===== config.mk =====
export PLATFORM = sky130hd
export DESIGN_NAME = ring_clock_face_renderer
export DESIGN_NICKNAME = d
export VERILOG_FILES = /design/src/rtl/rcf_pkg.sv /design/src/rtl/rcf_config_regs.sv /design/src/rtl/rcf_reading_reg.sv /design/src/rtl/rcf_pixel_gen.sv /design/src/rtl/ring_clock_face_renderer.sv
export SDC_FILE = /design/constraint.sdc
export NUM_CORES = 1
export LEC_CHECK = 0
export BUFFER_PORTS_ARGS = -buffer_cell sky130_fd_sc_hd__buf_2
export CAP_MARGIN = 20
export CORE_AREA = 2 2 138 140
export CTS_CLUSTER_SIZE = 8
export DETAILED_ROUTE_END_ITERATION = 10
export DIE_AREA = 0 0 140 142
export PLACE_DENSITY = 0.84
export SLEW_MARGIN = 20
export SYNTH_ARGS = -nofsm -noshare
export SYNTH_HDL_FRONTEND = slang
export SYNTH_SLANG_ARGS = --single-unit

===== constraint.sdc =====
create_clock -name aclk -period 10.7 [get_ports aclk]
set_clock_uncertainty 0.2 [all_clocks]
set_input_delay 1.605 -clock aclk [delete_from_list [all_inputs] [get_ports aclk]]
set_output_delay 1.605 -clock aclk [all_outputs]
set_load 0.02 [all_outputs]

===== src/rtl/rcf_pkg.sv =====
// Package: word types, register indexes, reset colors and ring constants.
package rcf_pkg;

    localparam int RING_PIXELS = 60;
    localparam int IDX_W       = $clog2(RING_PIXELS);
    localparam int COLOR_W     = 24;
    localparam int CFG_IDX_W   = 3;

    localparam logic [IDX_W-1:0] LAST_IDX = IDX_W'(RING_PIXELS - 1);

    // Register indexes on the configuration port
    localparam logic [CFG_IDX_W-1:0] REG_HOUR_PEAK   = 3'd0;
    localparam logic [CFG_IDX_W-1:0] REG_HOUR_MID    = 3'd1;
    localparam logic [CFG_IDX_W-1:0] REG_HOUR_DIM    = 3'd2;
    localparam logic [CFG_IDX_W-1:0] REG_MINUTE_PEAK = 3'd3;
    localparam logic [CFG_IDX_W-1:0] REG_MINUTE_SIDE = 3'd4;
    localparam logic [CFG_IDX_W-1:0] REG_SECOND_HAND = 3'd5;
    localparam logic [CFG_IDX_W-1:0] REG_INVALID     = 3'd6;

    localparam logic [COLOR_W-1:0] RST_HOUR_PEAK   = 24'hFF0000;
    localparam logic [COLOR_W-1:0] RST_HOUR_MID    = 24'h440000;
    localparam logic [COLOR_W-1:0] RST_HOUR_DIM    = 24'h110000;
    localparam logic [COLOR_W-1:0] RST_MINUTE_PEAK = 24'h00FF00;
    localparam logic [COLOR_W-1:0] RST_MINUTE_SIDE = 24'h002200;
    localparam logic [COLOR_W-1:0] RST_SECOND_HAND = 24'h0000FF;
    localparam logic [COLOR_W-1:0] RST_INVALID     = 24'hFF00FF;

    typedef struct packed {
        logic [4:0] hour_value;
        logic [5:0] minute_value;
        logic [5:0] second_value;
        logic       reading_ok;
    } in_word_t;

    typedef struct packed {
        logic [IDX_W-1:0]   pixel_index;
        logic [COLOR_W-1:0] pixel_color;
        logic               chime_flag;
        logic               frame_last;
    } out_word_t;

    // Decoded reading: hand positions already wrapped onto the ring
    typedef struct packed {
        logic [IDX_W-1:0] hour_pos;
        logic [IDX_W-1:0] minute_pos;
        logic [IDX_W-1:0] second_pos;
        logic             ok;
        logic             chime;
    } reading_t;

    typedef struct packed {
        logic [COLOR_W-1:0] hour_peak;
        logic [COLOR_W-1:0] hour_mid;
        logic [COLOR_W-1:0] hour_dim;
        logic [COLOR_W-1:0] minute_peak;
        logic [COLOR_W-1:0] minute_side;
        logic [COLOR_W-1:0] second_hand;
        logic [COLOR_W-1:0] invalid;
    } colors_t;

endpackage


===== src/rtl/rcf_config_regs.sv =====
// Color register file written through the configuration channel.
module rcf_config_regs (
    input  logic                         aclk,
    input  logic                         aresetn,
    input  logic                         cfg_valid,
    output logic                         cfg_ready,
    input  logic [rcf_pkg::CFG_IDX_W-1:0] cfg_index,
    input  logic [rcf_pkg::COLOR_W-1:0]   cfg_data,
    output rcf_pkg::colors_t             colors
);
    import rcf_pkg::*;

    colors_t colors_reg;
    colors_t colors_next;

    assign cfg_ready = 1'b1;
    assign colors    = colors_reg;

    always_comb begin
        colors_next = colors_reg;
        if (cfg_valid) begin
            case (cfg_index)
                REG_HOUR_PEAK:   colors_next.hour_peak   = cfg_data;
                REG_HOUR_MID:    colors_next.hour_mid    = cfg_data;
                REG_HOUR_DIM:    colors_next.hour_dim    = cfg_data;
                REG_MINUTE_PEAK: colors_next.minute_peak = cfg_data;
                REG_MINUTE_SIDE: colors_next.minute_side = cfg_data;
                REG_SECOND_HAND: colors_next.second_hand = cfg_data;
                REG_INVALID:     colors_next.invalid     = cfg_data;
                default:         colors_next = colors_reg; // drop unknown index
            endcase
        end
    end

    always_ff @(posedge aclk) begin
        if (!aresetn) begin
            colors_reg.hour_peak   <= RST_HOUR_PEAK;
            colors_reg.hour_mid    <= RST_HOUR_MID;
            colors_reg.hour_dim    <= RST_HOUR_DIM;
            colors_reg.minute_peak <= RST_MINUTE_PEAK;
            colors_reg.minute_side <= RST_MINUTE_SIDE;
            colors_reg.second_hand <= RST_SECOND_HAND;
            colors_reg.invalid     <= RST_INVALID;
        end else begin
            colors_reg <= colors_next;
        end
    end

endmodule


===== src/rtl/rcf_reading_reg.sv =====
// Input register: decodes a time reading into ring positions and holds it.
module rcf_reading_reg (
    input  logic              aclk,
    input  logic              aresetn,
    input  logic              s_valid,
    output logic              s_ready,
    input  rcf_pkg::in_word_t s_data,
    input  logic              take,
    output logic              pend_valid,
    output rcf_pkg::reading_t pend
);
    import rcf_pkg::*;

    logic     pend_valid_reg;
    logic     pend_valid_next;
    reading_t pend_reg;
    reading_t decoded;
    logic     accept;

    logic [3:0]       hour12;
    logic [IDX_W-1:0] minute_w;
    logic [IDX_W-1:0] second_w;
    logic [2:0]       hour_step;
    logic [IDX_W-1:0] hour_base;

    assign s_ready    = !pend_valid_reg || take;
    assign accept     = s_valid && s_ready;
    assign pend_valid = pend_valid_reg;
    assign pend       = pend_reg;

    always_comb begin
        // hour mod 12 for 0..31
        if (s_data.hour_value >= 5'd24) begin
            hour12 = 4'(s_data.hour_value - 5'd24);
        end else if (s_data.hour_value >= 5'd12) begin
            hour12 = 4'(s_data.hour_value - 5'd12);
        end else begin
            hour12 = s_data.hour_value[3:0];
        end

        minute_w = (s_data.minute_value >= 6'd60) ? s_data.minute_value - 6'd60
                                                  : s_data.minute_value;
        second_w = (s_data.second_value >= 6'd60) ? s_data.second_value - 6'd60
                                                  : s_data.second_value;

        // minute / 12 for 0..59
        if (minute_w >= 6'd48) begin
            hour_step = 3'd4;
        end else if (minute_w >= 6'd36) begin
            hour_step = 3'd3;
        end else if (minute_w >= 6'd24) begin
            hour_step = 3'd2;
        end else if (minute_w >= 6'd12) begin
            hour_step = 3'd1;
        end else begin
            hour_step = 3'd0;
        end

        // hour12*5 + step stays below 60
        hour_base = {hour12, 2'b00} + {2'b00, hour12};

        decoded.hour_pos   = hour_base + {3'b000, hour_step};
        decoded.minute_pos = minute_w;
        decoded.second_pos = second_w;
        decoded.ok         = s_data.reading_ok;
        decoded.chime      = s_data.reading_ok && (s_data.second_value == 6'd0)
                             && ((s_data.minute_value == 6'd0)
                                 || (s_data.minute_value == 6'd30));
    end

    always_comb begin
        if (accept) begin
            pend_valid_next = 1'b1;
        end else if (take) begin
            pend_valid_next = 1'b0;
        end else begin
            pend_valid_next = pend_valid_reg;
        end
    end

    always_ff @(posedge aclk) begin
        if (!aresetn) begin
            pend_valid_reg <= 1'b0;
        end else begin
            pend_valid_reg <= pend_valid_next;
        end
    end

    always_ff @(posedge aclk) begin
        if (accept) begin
            pend_reg <= decoded;
        end
    end

endmodule


===== src/rtl/rcf_pixel_gen.sv =====
// Frame sweep: pixel counter, per-pixel hand match and the output register.
module rcf_pixel_gen (
    input  logic               aclk,
    input  logic               aresetn,
    input  logic               pend_valid,
    input  rcf_pkg::reading_t  pend,
    output logic               take,
    input  rcf_pkg::colors_t   colors,
    output logic               m_valid,
    input  logic               m_ready,
    output rcf_pkg::out_word_t m_data
);
    import rcf_pkg::*;

    logic             busy_reg, busy_next;
    logic [IDX_W-1:0] idx_reg, idx_next;
    reading_t         cur_reg, cur_next;
    logic             m_valid_reg, m_valid_next;
    out_word_t        m_data_reg, m_data_next;
    logic             out_free;
    logic             last_pixel;
    logic [COLOR_W-1:0] pixel;

    logic [IDX_W-1:0] d_hour, d_min, d_sec;

    // Distance from a hand position to this pixel, going forward round the ring
    function automatic logic [IDX_W-1:0] ring_dist(input logic [IDX_W-1:0] idx,
                                                   input logic [IDX_W-1:0] pos);
        logic [IDX_W:0] sum;
        sum = {1'b0, idx} + (IDX_W+1)'(RING_PIXELS) - {1'b0, pos};
        if (sum >= (IDX_W+1)'(RING_PIXELS)) begin
            sum = sum - (IDX_W+1)'(RING_PIXELS);
        end
        return sum[IDX_W-1:0];
    endfunction

    assign out_free   = !m_valid_reg || m_ready;
    assign last_pixel = (idx_reg == LAST_IDX);
    assign m_valid    = m_valid_reg;
    assign m_data     = m_data_reg;

    always_comb begin
        d_hour = ring_dist(idx_reg, cur_reg.hour_pos);
        d_min  = ring_dist(idx_reg, cur_reg.minute_pos);
        d_sec  = ring_dist(idx_reg, cur_reg.second_pos);
        pixel  = '0;
        if (!cur_reg.ok) begin
            pixel = colors.invalid;
        end else if (!cur_reg.chime) begin
            if (d_hour == '0) begin
                pixel = pixel | colors.hour_peak;
            end
            if (d_hour == IDX_W'(1) || d_hour == LAST_IDX) begin
                pixel = pixel | colors.hour_mid;
            end
            if (d_hour == IDX_W'(2) || d_hour == IDX_W'(RING_PIXELS - 2)) begin
                pixel = pixel | colors.hour_dim;
            end
            if (d_min == '0) begin
                pixel = pixel | colors.minute_peak;
            end
            if (d_min == IDX_W'(1) || d_min == LAST_IDX) begin
                pixel = pixel | colors.minute_side;
            end
            if (d_sec == '0) begin
                pixel = pixel | colors.second_hand;
            end
        end
    end

    always_comb begin
        busy_next    = busy_reg;
        idx_next     = idx_reg;
        cur_next     = cur_reg;
        m_valid_next = m_valid_reg;
        m_data_next  = m_data_reg;
        take         = 1'b0;

        if (out_free) begin
            m_valid_next = busy_reg;
            if (busy_reg) begin
                m_data_next.pixel_index = idx_reg;
                m_data_next.pixel_color = pixel;
                m_data_next.chime_flag  = cur_reg.chime;
                m_data_next.frame_last  = last_pixel;
                if (last_pixel) begin
                    busy_next = 1'b0;
                end else begin
                    idx_next = idx_reg + IDX_W'(1);
                end
            end
        end

        // Load the next reading once the current frame is done or handed off
        if (pend_valid && (!busy_reg || (out_free && last_pixel))) begin
            take      = 1'b1;
            cur_next  = pend;
            idx_next  = '0;
            busy_next = 1'b1;
        end
    end

    always_ff @(posedge aclk) begin
        if (!aresetn) begin
            busy_reg    <= 1'b0;
            idx_reg     <= '0;
            m_valid_reg <= 1'b0;
        end else begin
            busy_reg    <= busy_next;
            idx_reg     <= idx_next;
            m_valid_reg <= m_valid_next;
        end
    end

    always_ff @(posedge aclk) begin
        cur_reg    <= cur_next;
        m_data_reg <= m_data_next;
    end

endmodule


===== src/rtl/ring_clock_face_renderer.sv =====
// Top level of the ring clock face renderer.
//
//  channel | ports                           | word
//  --------+---------------------------------+-------------------------------
//  input   | s_valid, s_ready, s_data        | one time reading (in_word_t)
//  result  | m_valid, m_ready, m_data        | one ring pixel (out_word_t)
//  config  | cfg_valid, cfg_ready, cfg_index | color register write
//          | cfg_data                        |
//
// Each reading yields 60 pixel words, one per cycle from the pixel counter when
// not stalled, passing the input register, cur_reg and the output register.
// A second reading is held in the input register while a frame is swept and
// starts right after the previous frame's last pixel, with no gap.
// Reset (aresetn low, synchronous) empties both registers and restores the
// reset colors. A stall on m_ready holds the pixel counter and the word.
module ring_clock_face_renderer (
    input  logic                          aclk,
    input  logic                          aresetn,
    input  logic                          s_valid,
    output logic                          s_ready,
    input  rcf_pkg::in_word_t             s_data,
    output logic                          m_valid,
    input  logic                          m_ready,
    output rcf_pkg::out_word_t            m_data,
    input  logic                          cfg_valid,
    output logic                          cfg_ready,
    input  logic [rcf_pkg::CFG_IDX_W-1:0] cfg_index,
    input  logic [rcf_pkg::COLOR_W-1:0]   cfg_data
);
    import rcf_pkg::*;

    colors_t  colors;
    reading_t pend;
    logic     pend_valid;
    logic     take;

    rcf_config_regs u_cfg (
        .aclk      (aclk),
        .aresetn   (aresetn),
        .cfg_valid (cfg_valid),
        .cfg_ready (cfg_ready),
        .cfg_index (cfg_index),
        .cfg_data  (cfg_data),
        .colors    (colors)
    );

    rcf_reading_reg u_in (
        .aclk       (aclk),
        .aresetn    (aresetn),
        .s_valid    (s_valid),
        .s_ready    (s_ready),
        .s_data     (s_data),
        .take       (take),
        .pend_valid (pend_valid),
        .pend       (pend)
    );

    rcf_pixel_gen u_gen (
        .aclk       (aclk),
        .aresetn    (aresetn),
        .pend_valid (pend_valid),
        .pend       (pend),
        .take       (take),
        .colors     (colors),
        .m_valid    (m_valid),
        .m_ready    (m_ready),
        .m_data     (m_data)
    );

endmodule


==> results of run 1 <==
path summary, 6_finish.rpt:
check,startpoint,end,cells past startpoint
setup reg to reg,u_gen.idx_reg[2]$_SDFFE_PP0P_,u_gen.m_data[19]$_DFFE_PP_,15
setup / recovery,u_gen.idx_reg[2]$_SDFFE_PP0P_,u_gen.m_data[19]$_DFFE_PP_,15
hold reg to reg,u_in.pend[8]$_DFFE_PP_,u_gen.cur_reg[8]$_DFFE_PP_,0
hold / removal,u_in.pend[8]$_DFFE_PP_,u_gen.cur_reg[8]$_DFFE_PP_,0
per-stage QoR:
step / hold WS (ps) / setup WS [ps] / power, mW / utilization / std cells
after floorplan: 200 / 6180 / 1.21 / - / 1289
after global placement: 202 / 6080 / 1.27 / 0.669 / 1553
after detailed placement: 205 / 6030 / 1.28 / 0.670 / 1554
after CTS: 214 / 6210 / 2.35 / 0.728 / 1614
after global routing: 221 / 5850 / 2.42 / 0.730 / 1615
final: 214 / 6130 / 2.34 / 0.730 / 1615
cells by family after synthesis:
kind of cell    count (synthesis)  synth area share
flops                         249             0.486
xor+xnor                       23            0.0172
other cells                     1          0.000319
simple gates                  573             0.213
mux                             7           0.00639
buf+inv                       115            0.0387
fa+ha+maj                      44            0.0494
compound gates                277             0.189
power groups by stage:
stage / sequential, mW / combinational, mW / clock, mW
floorplan: 1.05 / 0.159 / 0
global route: 1.03 / 0.269 / 1.12
finish: 1.03 / 0.247 / 1.07
CTS: 1.03 / 0.242 / 1.08
global placement: 1.04 / 0.230 / 0
detailed placement: 1.05 / 0.238 / 0
worst max-delay path: cells and delay by family, from the launching register on:
kind | cells | cell delay (ps)
AO/OA/AOI/OAI | 5 | 1280
adder cells (fa/ha/maj) | 3 | 910
AND/OR/NAND/NOR | 2 | 270
buffers and inverters | 4 | 960
XOR/XNOR | 1 | 410
flip-flops | 1 | 390
cell usage after synthesis (all sizes together), types with 4 or more instances:
| cell | n |
|---|---|
| a22o | 12 |
| o21a | 7 |
| dfxtp | 177 |
| mux2 | 4 |
| nand3 | 83 |
| and2 | 5 |
| nor3 | 12 |
| nand4 | 6 |
| a211oi | 7 |
| a21boi | 125 |
| clkbuf | 60 |
| a32oi | 26 |
| or3 | 4 |
| a221oi | 25 |
| nor2b | 24 |
| ha | 40 |
| o211ai | 5 |
| o21ai | 9 |
| o41ai | 5 |
| buf | 9 |
| nor4 | 6 |
| xnor2 | 15 |
| a22oi | 13 |
| nor2 | 35 |
| nand2b | 8 |
| a21oi | 17 |
| xor2 | 8 |
| or2 | 6 |
| inv | 44 |
| fa | 4 |
| nand2 | 369 |
| edfxtp | 72 |
metal layers:
| layer | wire (um) | part of all wire |
|---|---|---|
| met5 | 0 | 0 |
| met4 | 982 | 0.032 |
| met3 | 2840 | 0.093 |
| met2 | 14400 | 0.47 |
| met1 | 12400 | 0.40 |
layout make-up:
type,count,area share
Sequential cell,249,0.423
Multi-Input combinational cell,925,0.419
Clock buffer,59,0.0787
Timing Repair Buffer,101,0.0431
Tap cell,234,0.0217
Inverter,46,0.0128
Clock inverter,1,0.00121
==> results.txt, run 1 <==
- The flow ran to the end, but the final reports show violations.
- Violations in the final reports: design-rule violations
- For this configuration, the core starts out at a cell density of 0.636.
- Transition time at the pin with the least slew margin: 1140 ps
* Area growth from synthesis to layout: 14.7%
* Half-perimeter wire length after detailed placement: 18,200 um
* Flip-flop count of the largest register, all copies and words added: 168
* Number of distinct library cells after synthesis: 69
- The final-report hold violation count came to 0.
* Number of antenna diodes: 0
- The setup path with the least slack is of type flip-flop to flip-flop.
* Share of async-settable or async-resettable flops after synthesis: 0
- Buffers inserted to repair hold after CTS numbered 0.
* F_max: 219 MHz
* Average instance area after synthesis: 9.11 um^2
- The number of global-route vias before repair is 9,877.
- Worst supply voltage drop on vdd: 0.0932 mV
* Max capacitance violation total: 0
* CTS sink cnt: 249
* Post-Route WL: 30,600 um
* YS warnings: 0
- Setup total negative slack on the finished layout was measured at 0 ps.
- In the global route stage, met3 resource usage came out at 0.0609.
- Counting every net in the synthesized netlist gives 1,383.
* Ports: 85
- Number of buffers inserted to repair setup after CTS: 0
* Met2 demand-to-capacity share in global routing: 0.511
- TritonCTS built the clock tree.
- Total track usage: 0.307
- The largest total area in the synthesized netlist belongs to dfxtp_1.
- Summing all multi-input logic gate instances after layout gives 0.00565 mm^2.
- Most area-consuming cells after synthesis: dfxtp_1 30%, edfxtp_1 18%, nand2_1 12%
- Worst EP required: 10,860 ps
- After clock tree synthesis, the clock-pin slew on the worst setup and hold paths is 50 ps.
* Final clock period utilization by the worst path: 0.427
- STA classifies the critical path startpoint as a flip-flop.
- Post-synthesis instance area: 0.0117 mm^2
- The final layout contains 1,454 nets.
* Most frequent cells in the layout: 367 x nand2_1, 177 x dfxtp_1, 125 x a21boi_0, 82 x nand3_1, 82 x buf_2
- Flip-flop and latch count after synthesis: 249
- Total CTS buffers: 37
- Antenna violations before repair: 0
* Cell count after synthesis: 1,289
- Net Switching: 0.570 mW
* Filler cell count: 1,303
- Number of setup violations in the final report: 0
- The clock passes through at most 3 buffers.
- Internal reg-to-reg setup slack: 6130 ps
* Number of vias per cell after detailed routing: 6.17
* DRC marker count from the first detailed-route iteration: 1,023
- Total non-filler cell area in the finished layout: 0.0135 mm^2
* Critical path's largest stage delay: 410 ps
- Of the total power, registers draw 0.439.
- The die is 142 um tall.
- Data arrives at the worst endpoint at 4730 ps.
- For this run, the register share of the synthesized area comes to 0.486.
* Global routing met1 resource utilization: 0.394
* Count of buffers inserted at the top-level ports: 83
- Leakage power summed over all cells: 5.13 nW
- Once the clock tree was built, the resizer swapped 0 gates to a different size.
* Number of placement rows: 50
- Of all nets on the critical path, the largest fanout is 24.
* Final Critical Period: 4570 ps
- For this block, the via count after detailed routing is 9,959.
* Unrepaired setup endpoints after global routing: false
* Most instantiated flip-flop cell in the synthesis netlist: dfxtp_1
- The internal power of the cells totals 1.77 mW.
- For this run the aggregate overflow at the end of global routing stands at 0.
- met2 is the most crowded layer.
- The clock reaches the later pin of the worst-skew pair after 500 ps.
- Layout cell share with drive strength beyond 1: 0.127
- Length of the first detailed-routing pass in iterations: 8
- In the final layout, flip-flops and latches occupy 0.00571 mm^2.
- Average detailed-routed wire length per instance: 19.0 um
- Clock tree synthesis selected as its root buffer the cell clkbuf_16.
- Standard cell core area: 0.0185 mm^2
* Total power density per cell area: 174 mW/mm^2
- In the routed design, unresolved DRC markers number 10.
- In this run the number of H-tree levels came out at 2.
- The final count of pins violating max slew came to 0.
- Most common cell after layout, fill and taps aside: nand2_1
- Proportion of power drawn by the clock network: 0.455
* Die span in x: 140 um
* Combinational power share: 0.105
- The worst setup path is captured at a flip-flop.
- The first global-routing pass estimated 48,700 um of wire.
* Largest net degree at the start of global routing: 132
* Critical path cell sequence: inv_1 -> ha_1 -> inv_1 -> ha_1 -> xor2_1 -> inv_1 -> ha_1 -> nand3_1 -> a21boi_0 -> a32o_1 -> o32ai_4 -> a2111oi_4 -> buf_4 -> a22oi_1 -> nand3_1
- In this run the tightest slew margin relative to its limit is 0.239.
- Worst path slowest cell: xor2_1
- The share of synthesized area in the top cell type comes to 0.302.
- The die covers 0.0199 mm^2.
- Antenna Nets Post-Route: 0
- The path class of the tightest hold or removal check is flip-flop to flip-flop.
* Area of placed instances: 0.0124 mm^2
* Switching Share: 0.243
- Count of flip-flops with a built-in enable after synthesis: 72
- Placer Congestion: 0.867
Power figures use the tool's default switching activity.
==> run 2, diff against run 1 <==
- CORE_AREA: 2 2 138 140 -> 2 2 143 145
- DIE_AREA: 0 0 140 142 -> 0 0 145 147
- PLACE_DENSITY: 0.84 -> 0.79
- clock period: 10.7 -> 4.3 ns (I/O delays scaled with it)
==> run 2 against run 1 <==
  * The flow now finishes without violations
  * Sequential share of layout area is 0.66 points lower
  * Largest power group unchanged
  * Via count is 0.18% higher
  * Final cell count grew 3.4%
  * Core utilization shrank 4.0 points
  * Total power rose by 150%
  * Register-to-register slack worse by 6000 ps
==> results.txt, run 2 (same netlist as run 1, synthesis figures left out) <==
* Clock transition at the registers of the reported paths: 50 ps (about the same)
- The worst setup path is captured at a flip-flop.
* Leakage power summed over all cells: 5.21 nW (+1.5%)
- The count of hold-fix buffers inserted at cts came to 0 (unchanged).
- Post-Route WL: 31,100 um (+1.6%)
* Reg2reg start: u_gen.idx_reg[2]$_SDFFE_PP0P_
- Layout cell share with drive strength beyond 1: 0.139 (+0.0112)
- The routed via count is 9,977 (+0.18%).
- Length of the first detailed-routing pass in iterations: 6 (-2)
- The library cells used most frequently in the layout, excluding fill and tap cells, are 368 x nand2_1, 176 x dfxtp_1, 125 x a21boi_0, 82 x nand3_1, 82 x buf_2.
- The DRC violation total after the first TritonRoute iteration was 864 (-16%).
- TritonCTS built the clock tree.
- For hold timing, the worst endpoint is u_in.pend[2]$_DFFE_PP_.
- Die Y: 147 um (+3.5%)
- The core region area was 0.0198 mm^2 (+7.5%).
- The maximum clock path buffer count was 3 (unchanged).
- The global-route usage over all layers is 0.291 (-0.0160).
- The maximum operating frequency was 241 MHz (+10%).
* Worst Min Path Start: s_data[1]
* Die span in x: 145 um (+3.6%)
- Number of placed cells counting well taps: 1,603 (+3.2%)
* Dpl ws: 191 ps (-5840 ps)
- The final-report hold violation count came to 0 (unchanged).
- Largest net degree at the start of global routing: 106 (-20%)
- The worst slew slack as a fraction of its limit was 0.245 (+0.00661).
- The total design power came to 5.83 mW (+150%).
- The DRC violation count after routing came to 0 (-10).
* Internal reg-to-reg setup slack: 160 ps (-5980 ps)
* Area growth from synthesis to layout: 16.6%
- Via count of the first global-routing pass: 9,875 (-0.020%)
- The run finished with clean final reports.
- Global-route wire length before repair: 50,200 um (+3.1%)
- R2R cell count: 16 (+1)
- Number of cells traversed by the worst hold path: 1 (+1)
- The max-cap check violation count came to 0 (unchanged).
- CP Data Arrival Time: 4180 ps (-550 ps)
* Transition time at the pin with the least slew margin: 1130 ps (-9.91 ps)
* Number of setup violations in the final report: 0 (unchanged)
- The maximum vdd ir drop was 0.265 mV (+180%).
- Critical path class: flip-flop to flip-flop
* Worst EP required: 4340 ps (-6520 ps)
- The detailed placer's ending HPWL was 19,100 um (+4.7%).
- # nets final: 1,468 (+0.96%)
- The routed length per placed instance is 18.6 um (-1.8%).
- The number of non-filler instances in the completed layout came to 1,670 (+3.4%).
- Total power density per cell area: 426 mW/mm^2 (+140%)
- Root buffer cell: clkbuf_16
* Ports: 85 (unchanged)
* Initial Util: 0.592 (-0.0445)
- Total CTS buffers: 37 (unchanged)
* H-tree levels: 2 (unchanged)
- Flip-flop count of the largest register, all copies and words added: 168 (unchanged)
- The overall die area came to 0.0213 mm^2 (+7.2%).
* Most common cell after layout, fill and taps aside: nand2_1
* Antenna violations before repair: 2 (+2)
- Count of buffers inserted at the top-level ports: 83 (unchanged)
* Kind of start point of the critical path: flip-flop
* Largest fanout on the critical path: 18 (-25%)
- The remaining antenna violation count after routing was 0 (unchanged).
* Worst path setup slack after routing: 159 ps (-5980 ps)
- In this run the worst hold path is classified as primary input to flip-flop.
- The placer's final routability congestion estimate is 0.875 (+0.90%).
* Final Critical Period: 4140 ps (-424 ps)
- The leftover overflow at the end of global routing came to 0 (unchanged).
* CTS sink cnt: 249 (unchanged)
- Number of vias per cell after detailed routing: 5.97 (-3.1%)
- Clk_lat worst skew: 510 ps (about the same)
* Final clock period utilization by the worst path: 0.963 (+0.536)
- The final count of pins violating max slew came to 0 (unchanged).
- The standard-cell row count is 52 (+4.0%).
* Endpoint of the worst register-to-register path: u_gen.m_data[7]$_DFFE_PP_
-- run 2: changes by cell type in the layout (fill, tap and decap cells not counted), moves of 3 or more --
cell      delta
xor2_1       -3
buf_4       +10
clkbuf_1     +5
xor2_2       +3
buf_12       +4
-- run 2: timing repair --
item,CTS,global route
setup endpoints to repair,0,24
resized for setup,0,5
setup buffers,0,2
-- run 2: routing by layer --
layer  global-route usage  wire (um)
met5                    0          0
met4                0.108        810
met3               0.0596       2960
met2                0.469      14100
met1                0.392      13200
-- run 2: worst max path at each step --
stage,endpoint,cells after the start,start,slack (ps)
2_1_floorplan,u_gen.m_data[10]$_DFFE_PP_,14,u_gen.idx_reg[2]$_SDFFE_PP0P_,550
4_1_cts,u_gen.m_data[23]$_DFFE_PP_,15,u_gen.idx_reg[2]$_SDFFE_PP0P_,190
3_5_place_dp,u_gen.m_data[24]$_DFFE_PP_,15,u_gen.idx_reg[2]$_SDFFE_PP0P_,190
5_1_grt,u_gen.m_data[2]$_DFFE_PP_,15,u_gen.idx_reg[2]$_SDFFE_PP0P_,-20
6_report,u_gen.m_data[7]$_DFFE_PP_,16,u_gen.idx_reg[2]$_SDFFE_PP0P_,160
3_3_place_gp,u_gen.m_data[10]$_DFFE_PP_,14,u_gen.idx_reg[1]$_SDFFE_PP0P_,350
-- run 2: layout make-up --
| class | count | area (um^2) |
|---|---|---|
| Clock inverter | 2 | 25.0 |
| Clock buffer | 62 | 1040 |
| Sequential cell | 249 | 5710 |
| Inverter | 46 | 173 |
| Fill cell | 1520 | 6150 |
| Multi-Input combinational cell | 925 | 5670 |
| Tap cell | 270 | 338 |
| Timing Repair Buffer | 115 | 736 |
| Antenna cell | 1 | 2.50 |
-- run 2: critical path, cell delays in order (launching register included) --
cell and delay [ps]:
dfxtp_1 390, inv_1 160, ha_1 280, xor2_2 180, ha_1 370, inv_1 160
a211oi_1 70, buf_4 160, o41ai_4 390, buf_4 190, nor2_2 70, and4_1 160
o32ai_2 380, o22ai_2 150, buf_4 250, a32oi_1 200, nand3_1 110
-- run 2: power breakdown --
group          internal, mW  switching (mW)
registers              2.52          0.0380
logic                 0.236           0.405
clock network          1.64           0.997
total                  4.39            1.44
-- run 2: stage by stage --
step | hold slack [ps] | cell area (um^2) | utilization | setup TNS, ps
final | 134 | 13700 | 0.690 | 0
after detailed placement | 205 | 12600 | 0.634 | 0
after floorplan | 200 | 11700 | - | 0
after global routing | 137 | 13700 | 0.690 | -21.3
after global placement | 202 | 12500 | 0.632 | 0
after CTS | 121 | 13600 | 0.687 | 0
